### config.mk
export PLATFORM = sky130hd
export DESIGN_NAME = positional_list_engine
export DESIGN_NICKNAME = d
export VERILOG_FILES = /design/src/rtl/core/ple_pkg.sv /design/src/rtl/core/ple_cell.sv /design/src/rtl/core/positional_list_engine.sv
export SDC_FILE = /design/constraint.sdc
export NUM_CORES = 2
export LEC_CHECK = 0
export ABC_AREA = 1
export ABC_CLOCK_PERIOD_IN_PS = 5500
export BUFFER_PORTS_ARGS = -buffer_cell sky130_fd_sc_hd__buf_4
export CELL_PAD_IN_SITES_DETAIL_PLACEMENT = 1
export CELL_PAD_IN_SITES_GLOBAL_PLACEMENT = 2
export CORE_AREA = 10 10 387 239
export CTS_BUF_LIST = sky130_fd_sc_hd__clkbuf_8
export CTS_CLUSTER_SIZE = 10
export DETAILED_ROUTE_END_ITERATION = 10
export DIE_AREA = 0 0 397 249
export PLACE_DENSITY = 0.86
export SLEW_MARGIN = 5
export SYNTH_ARGS = -nofsm -noshare
export SYNTH_HDL_FRONTEND = slang
export SYNTH_SLANG_ARGS = --single-unit
### constraint.sdc
create_clock -name clock -period 5.5 [get_ports clock]
set_input_delay 0.55 -clock clock [delete_from_list [all_inputs] [get_ports clock]]
set_output_delay 0.55 -clock clock [all_outputs]
set_load 0.1 [all_outputs]
### src/rtl/core/ple_pkg.sv
// ----------------------------------------------------------------------------
// ple_pkg: shared types and codes of the positional list engine
// Command and status codes, item field widths and the control bundle that
// the list controller broadcasts along the row of cells.
// ----------------------------------------------------------------------------
`default_nettype none

package ple_pkg;

   // item field widths
   localparam int CMD_W   = 2;
   localparam int POS_W   = 5;
   localparam int DATA_W  = 32;
   localparam int STAT_W  = 2;
   localparam int COUNT_W = 5;

   // command codes
   localparam logic [CMD_W-1:0] CMD_READ   = 2'd0;
   localparam logic [CMD_W-1:0] CMD_WRITE  = 2'd1;
   localparam logic [CMD_W-1:0] CMD_INSERT = 2'd2;
   localparam logic [CMD_W-1:0] CMD_REMOVE = 2'd3;

   // status codes
   localparam logic [STAT_W-1:0] ST_DONE    = 2'd0;
   localparam logic [STAT_W-1:0] ST_INVALID = 2'd1;
   localparam logic [STAT_W-1:0] ST_FULL    = 2'd2;

   // operation seen by every cell in one cycle
   typedef enum logic [2:0] {
      CELL_IDLE,
      CELL_READ,
      CELL_WRITE,
      CELL_INSERT,
      CELL_REMOVE
   } cell_op_type;

   // broadcast bundle from the controller to the cells
   typedef struct packed {
      cell_op_type             op;
      logic [DATA_W-1:0]       value;
   } cell_ctl_type;

endpackage

`default_nettype wire

### src/rtl/core/ple_cell.sv
// ----------------------------------------------------------------------------
// ple_cell: one entry of the list
// Holds one value and, on insert or remove, takes the value of its left or
// right neighbour so that the whole row shifts together in the same cycle.
// ----------------------------------------------------------------------------
`default_nettype none

module ple_cell #(
   parameter int SEL_W = 6,
   parameter int INDEX = 0
) (
   input  wire logic                            clock,
   input  wire ple_pkg::cell_ctl_type           ctl,
   input  wire logic [SEL_W-1:0]                sel,
   input  wire logic [ple_pkg::DATA_W-1:0]      left_value,
   input  wire logic [ple_pkg::DATA_W-1:0]      right_value,
   output logic      [ple_pkg::DATA_W-1:0]      data_out,
   output logic      [ple_pkg::DATA_W-1:0]      rd_data
);

   localparam logic [SEL_W-1:0] MY_INDEX = SEL_W'(INDEX);

   logic [ple_pkg::DATA_W-1:0] data_ff;
   logic [ple_pkg::DATA_W-1:0] data_in;
   logic                       hit;
   logic                       after;

   // where this cell sits relative to the addressed entry
   assign hit   = (MY_INDEX == sel);
   assign after = (MY_INDEX > sel);

   // next value of the entry
   always_comb begin
      data_in = data_ff;
      case (ctl.op)
         ple_pkg::CELL_WRITE: begin
            if (hit) data_in = ctl.value;
         end
         ple_pkg::CELL_INSERT: begin
            if (hit) data_in = ctl.value;
            else if (after) data_in = left_value;
         end
         ple_pkg::CELL_REMOVE: begin
            if (hit || after) data_in = right_value;
         end
         default: begin
            data_in = data_ff;
         end
      endcase
   end

   // entry storage, no reset needed
   always_ff @(posedge clock) begin
      data_ff <= data_in;
   end

   // masked read so the controller can or the row together
   assign rd_data  = (ctl.op == ple_pkg::CELL_READ && hit) ? data_ff : '0;
   assign data_out = data_ff;

endmodule

`default_nettype wire

### src/rtl/core/positional_list_engine.sv
// A result appears, registered, in the cycle after its item is accepted.
// One item per cycle unless a held result is stalled; every cell of the row
// updates in the same cycle, and the result register frees once taken.
// Reset clears the entry count and the result valid flag; the entries
// themselves are not cleared and are only ever read after being written.
// ----------------------------------------------------------------------------
// positional_list_engine: ordered list with insert and remove by position
// A controller checks the position against the entry count and broadcasts
// one operation to a row of cells that read, overwrite or shift in place.
// ----------------------------------------------------------------------------
`default_nettype none

module positional_list_engine #(
   parameter int CAPACITY = 16
) (
   input  wire logic                                  clock,
   input  wire logic                                  reset,
   input  wire logic                                  req_valid,
   output logic                                       req_stall,
   input  wire logic        [ple_pkg::CMD_W-1:0]      req_command,
   input  wire logic        [ple_pkg::POS_W-1:0]      req_position,
   input  wire logic signed [ple_pkg::DATA_W-1:0]     req_value,
   output logic                                       rsp_valid,
   input  wire logic                                  rsp_stall,
   output logic signed      [ple_pkg::DATA_W-1:0]     rsp_read_value,
   output logic             [ple_pkg::STAT_W-1:0]     rsp_status,
   output logic             [ple_pkg::COUNT_W-1:0]    rsp_count,
   output logic                                       rsp_empty_res
);

   localparam int CNT_W = $clog2(CAPACITY + 1);
   localparam int SEL_W = ((CNT_W > ple_pkg::POS_W) ? CNT_W : ple_pkg::POS_W) + 1;
   localparam logic [CNT_W-1:0] CAP_COUNT = CNT_W'(CAPACITY);

   logic [CNT_W-1:0]                count_ff;
   logic [CNT_W-1:0]                count_in;
   logic                            rsp_valid_ff;
   logic                            rsp_valid_in;
   logic [ple_pkg::DATA_W-1:0]      rd_ff;
   logic [ple_pkg::DATA_W-1:0]      rd_in;
   logic [ple_pkg::STAT_W-1:0]      status_ff;
   logic [ple_pkg::STAT_W-1:0]      status_in;

   logic                            accept;
   logic [SEL_W-1:0]                pos_ext;
   logic [SEL_W-1:0]                cnt_ext;
   logic [SEL_W-1:0]                sel;
   logic                            bad_pos;
   logic                            full;
   ple_pkg::cell_ctl_type           ctl;
   logic [ple_pkg::DATA_W-1:0]      cell_q  [CAPACITY];
   logic [ple_pkg::DATA_W-1:0]      cell_rd [CAPACITY];
   logic [ple_pkg::DATA_W-1:0]      row_rd;

   // take a new item whenever the result register is free or draining
   assign req_stall = rsp_valid_ff && rsp_stall;
   assign accept    = req_valid && !req_stall;

   // position checks against the current count
   assign pos_ext = SEL_W'(req_position);
   assign cnt_ext = SEL_W'(count_ff);
   assign sel     = pos_ext - SEL_W'(1);
   assign full    = (count_ff == CAP_COUNT);

   always_comb begin
      if (req_command == ple_pkg::CMD_INSERT) begin
         bad_pos = (pos_ext == '0) || (pos_ext > cnt_ext + SEL_W'(1));
      end else begin
         bad_pos = (pos_ext == '0) || (pos_ext > cnt_ext);
      end
   end

   // command decode: cell operation, count, status and read data
   always_comb begin
      ctl.op    = ple_pkg::CELL_IDLE;
      ctl.value = req_value;
      count_in  = count_ff;
      status_in = ple_pkg::ST_DONE;
      rd_in     = '0;
      if (accept) begin
         if (bad_pos) begin
            status_in = ple_pkg::ST_INVALID;
            if (req_command == ple_pkg::CMD_READ) rd_in = '1;
         end else begin
            case (req_command)
               ple_pkg::CMD_READ: begin
                  ctl.op = ple_pkg::CELL_READ;
                  rd_in  = row_rd;
               end
               ple_pkg::CMD_WRITE: begin
                  ctl.op = ple_pkg::CELL_WRITE;
               end
               ple_pkg::CMD_INSERT: begin
                  if (full) begin
                     status_in = ple_pkg::ST_FULL;
                  end else begin
                     ctl.op   = ple_pkg::CELL_INSERT;
                     count_in = count_ff + CNT_W'(1);
                  end
               end
               ple_pkg::CMD_REMOVE: begin
                  ctl.op   = ple_pkg::CELL_REMOVE;
                  count_in = count_ff - CNT_W'(1);
               end
               default: begin
                  ctl.op = ple_pkg::CELL_IDLE;
               end
            endcase
         end
      end
   end

   // result register hand-off
   always_comb begin
      if (accept) rsp_valid_in = 1'b1;
      else if (rsp_stall) rsp_valid_in = rsp_valid_ff;
      else rsp_valid_in = 1'b0;
   end

   // control state
   always_ff @(posedge clock) begin
      if (reset) begin
         count_ff     <= '0;
         rsp_valid_ff <= 1'b0;
      end else begin
         count_ff     <= count_in;
         rsp_valid_ff <= rsp_valid_in;
      end
   end

   // result payload, loaded with each accepted item
   always_ff @(posedge clock) begin
      if (accept) begin
         rd_ff     <= rd_in;
         status_ff <= status_in;
      end
   end

   // row of cells, each linked to its neighbours
   for (genvar i = 0; i < CAPACITY; i++) begin : g_cell
      logic [ple_pkg::DATA_W-1:0] left_v;
      logic [ple_pkg::DATA_W-1:0] right_v;

      if (i == 0) begin : g_first
         assign left_v = cell_q[i];
      end else begin : g_mid_l
         assign left_v = cell_q[i-1];
      end
      if (i == CAPACITY - 1) begin : g_last
         assign right_v = cell_q[i];
      end else begin : g_mid_r
         assign right_v = cell_q[i+1];
      end

      ple_cell #(
         .SEL_W (SEL_W),
         .INDEX (i)
      ) u_cell (
         .clock       (clock),
         .ctl         (ctl),
         .sel         (sel),
         .left_value  (left_v),
         .right_value (right_v),
         .data_out    (cell_q[i]),
         .rd_data     (cell_rd[i])
      );
   end

   // or together the masked read data of the row
   always_comb begin
      row_rd = '0;
      for (int k = 0; k < CAPACITY; k++) begin
         row_rd = row_rd | cell_rd[k];
      end
   end

   // outputs
   assign rsp_valid      = rsp_valid_ff;
   assign rsp_read_value = rd_ff;
   assign rsp_status     = status_ff;
   assign rsp_count      = ple_pkg::COUNT_W'(count_ff);
   assign rsp_empty_res  = (count_ff == '0);

   // checks
   a_count_bound: assert property (@(posedge clock) disable iff (reset)
      count_ff <= CAP_COUNT)
      else $error("entry count above capacity");

   a_accept_gives_result: assert property (@(posedge clock) disable iff (reset)
      accept |=> rsp_valid)
      else $error("accepted item gave no result");

   a_bad_pos_keeps_count: assert property (@(posedge clock) disable iff (reset)
      (accept && bad_pos) |=> $stable(count_ff))
      else $error("rejected item changed the count");

   a_insert_grows: assert property (@(posedge clock) disable iff (reset)
      (accept && !bad_pos && req_command == ple_pkg::CMD_INSERT && !full)
      |=> (count_ff == $past(count_ff) + CNT_W'(1)))
      else $error("insert did not grow the list by one");

   a_full_status: assert property (@(posedge clock) disable iff (reset)
      (accept && status_in == ple_pkg::ST_FULL) |-> (count_ff == CAP_COUNT))
      else $error("full status on a list with room");

endmodule

`default_nettype wire
==> flow_metrics.env <==
export IMPL_die_w_um=397
export IMPL_finalHoldViolCount=0
export IMPL_min_path_cells=3
export IMPL_r2r_start="rsp_count[0]$_SDFFE_PP0P_"
export IMPL_rsz0062_at_grt="no"
export IMPL_synth_top_area_share=0.485
export IMPL_cts_resized_gates=0
export IMPL_outcome="finished clean"
export IMPL_remaining_drc_errors=0
export IMPL_reg2reg_to="g_cell[8].u_cell.data_out[19]$_DFFE_PP_"
export IMPL_portBuffers=84
export IMPL_cts_buffer_depth=3
export IMPL_synth_area_leaders="edfxtp_1 (49%), nand2_1 (13%), nand3_1 (12%)"
export IMPL_finalWirelength_um=151000
export IMPL_syn_nets=4123
export IMPL_met3WireLength_um=17000
export IMPL_crit_top_cell="nand2_1"
export IMPL_setup_violations_final=0
export IMPL_finalCritPeriodShare=0.826
export IMPL_post_cts_buffers=0
export IMPL_yosysWarningCount=0
export IMPL_num_rows=83
export IMPL_period_minus_slack_ps=4540
export IMPL_tns_ps=0
export IMPL_place_area_um2=35300
export IMPL_skew_ps=34.3
export IMPL_post_drt_wl_per_cell_um=29.1
export IMPL_cp_arrival_ps=5050
export IMPL_wl_met2_um=61400
export IMPL_crit_path_max_incr_delay_ps=890
export IMPL_power_density_nw_per_um2=272
export IMPL_drv_cap=0
export IMPL_dp_cells=5013
export IMPL_whs_ps=70.5
export IMPL_max_freq_mhz=220
export IMPL_track_usage=0.293
export IMPL_clk_latency_ps=780
export IMPL_firstDrtPassIters=5
export IMPL_place_hpwl_um=89500
export IMPL_grt_pass1_wl_um=219000
export IMPL_yosys_area_top_type="edfxtp_1"
export IMPL_ys_ff_latch=552
export IMPL_start_kind="flip-flop"
export IMPL_grt_pass1_vias=31408
export IMPL_first_iter_violations=4421
export IMPL_worstSetupPathType="flip-flop to flip-flop"
export IMPL_cts_max_level=3
export IMPL_report_power_total_mw=10.0
export IMPL_slew_headroom=0.213
export IMPL_stdcell_area_um2=36800
export IMPL_wl_met1_um=67800
export IMPL_die_h_um=249
export IMPL_cts_sinks=552
export IMPL_end_kind="flip-flop"
export IMPL_holdBufCountCts=1
export IMPL_via_count=32844
export IMPL_final_max_slew_viol_count=0
export IMPL_antenna_found_initial=7
export IMPL_leakage_nw=12.6
export IMPL_fin_cells=5170
export IMPL_overflow=0
export IMPL_cp_depth=18
export IMPL_fin_nets=4022
export IMPL_clockRootBuffer="clkbuf_8"
export IMPL_yosysSeqAreaShare=0.489
export IMPL_hold_end="rsp_valid$_SDFFE_PP0P_"
export IMPL_syn2layout_area_growth_pct=8.96
export IMPL_numCtsBuffers=91
export IMPL_cp_max_fo=13
export IMPL_synthDistinctLibCells=39
export IMPL_highest_layer="met5"
export IMPL_cts_tree="done"
export IMPL_final_cell_mix="nand2_1 (1179), nand3_1 (829), edfxtp_1 (546)"
export IMPL_worst_pin_slew_ps=1180
export IMPL_required_ps=6010
export IMPL_regToRegSetupSlack_ps=960
export IMPL_grt_max_degree=195
export IMPL_ant_nets=0
export IMPL_hp_class="input pin to flip-flop"
export IMPL_slowest_stage="nor2_2"
export IMPL_coreArea_um2=85100
export IMPL_syn_area_um2=33800
export IMPL_start_util=0.397
export IMPL_critical_path_cell_chain="inv_1 -> ha_1 -> inv_1 -> ha_1 -> nand2_1 -> nand2_1 -> nand2_1 -> nand2_1 -> nand2_1 -> nand2_1 -> nand2_1 -> nand3_4 -> a21oi_4 -> nor2_2 -> inv_1 -> o21ai_0 -> o22ai_4 -> buf_12"
export IMPL_reg2reg_depth=18
export IMPL_vdd_ir_drop_worst_mv=0.158
export IMPL_path_clk_slew_ps=60
export IMPL_syn_avg_cell_area_um2=8.32
export IMPL_hold_start="rsp_stall"
export IMPL_io_pins=85
export IMPL_viasPerCell=6.35
export IMPL_gp_congestion=0.858
export IMPL_crit_buf_inv=4
export IMPL_synth_cells=4061
export IMPL_drive_gt1_frac=0.0912
export IMPL_mostFrequentLayoutCell="nand2_1"
export IMPL_crit_family="simple AND/OR/NAND/NOR gates"
export IMPL_dieArea_um2=98900
-- cell type report --
class | count | area (um^2)
antenna | 1 | 2.50
clock buffer | 95 | 1310
clock inverter | 60 | 234
fill | 10045 | 48200
inverter | 162 | 624
multi-input combinational | 2979 | 15100
sequential | 552 | 16500
tap | 1147 | 1440
timing repair buffer | 174 | 1560
-- logic make-up (layout without fill, tap and decap cells) --
logic type      Yosys count  in the layout  synth area share
other cells               0              1                 0
simple gates           2270           2270             0.290
fa+ha+maj                19             19           0.00726
flops                   552            552             0.489
buf+inv                 530            491            0.0702
compound gates          684            684             0.142
xor+xnor                  6              6           0.00156
-- Yosys cell counts (all sizes together) --
library cell	count
nor2	213
nor3	12
ha	18
xor2	4
o211ai	514
clkinv	3
a41oi	13
edfxtp	546
nand3b	2
a21oi	47
o21ai	102
clkbuf	91
a211oi	4
o22ai	2
buf	277
a31oi	1
inv	159
nand2	1209
o21bai	1
fa	1
nand3	831
nor4	3
dfxtp	6
xnor2	2
-- routing by layer --
metal  GRT usage  vias to the layer above
li1            -                    14239
met1       0.440                    16410
met2       0.406                     1919
met3      0.0728                      274
met4      0.0847                        2
met5           0                        -
-- sequential cells by signal, summed over array words and instances, names as in the netlist --
name and flops:
g_cell.u_cell.data_out 512, rsp_count 5, rsp_read_value 32, rsp_status 2, rsp_valid 1
-- metrics by stage --
step	setup WS [ps]	utilization
finish	958	0.433
floorplan	348	-
global route	713	0.433
CTS	1000	0.433
global placement	1090	0.415
detailed placement	1030	0.415
-- power by group --
part / switching (mW) / total, mW / internal, mW
Clock: 1.88 / 3.46 / 1.58
Combinational: 1.15 / 1.48 / 0.334
Sequential: 0.163 / 5.07 / 4.91
Total: 3.19 / 10.0 / 6.82
-- worst register-to-register path, stage by stage, from the launching register on --
cell,delay (ps)
dfxtp_1,480
inv_1,180
ha_1,310
inv_1,40
ha_1,290
nand2_1,60
nand2_1,50
nand2_1,50
nand2_1,50
nand2_1,50
nand2_1,60
nand2_1,120
nand3_4,230
a21oi_4,110
nor2_2,890
inv_1,270
o21ai_0,340
o22ai_4,420
buf_12,310
-- how the worst max path moves through the flow --
stage | from | slack (ps) | to
floorplan | rsp_count[0]$_SDFFE_PP0P_ | 350 | g_cell[8].u_cell.data_out[0]$_DFFE_PP_
global placement | rsp_count[0]$_SDFFE_PP0P_ | 1090 | g_cell[8].u_cell.data_out[19]$_DFFE_PP_
detailed placement | rsp_count[0]$_SDFFE_PP0P_ | 1030 | g_cell[8].u_cell.data_out[8]$_DFFE_PP_
CTS | rsp_count[0]$_SDFFE_PP0P_ | 1000 | g_cell[8].u_cell.data_out[19]$_DFFE_PP_
global route | rsp_count[0]$_SDFFE_PP0P_ | 710 | g_cell[8].u_cell.data_out[19]$_DFFE_PP_
finish | rsp_count[0]$_SDFFE_PP0P_ | 960 | g_cell[8].u_cell.data_out[19]$_DFFE_PP_
(Power assumes the default switching activity.)
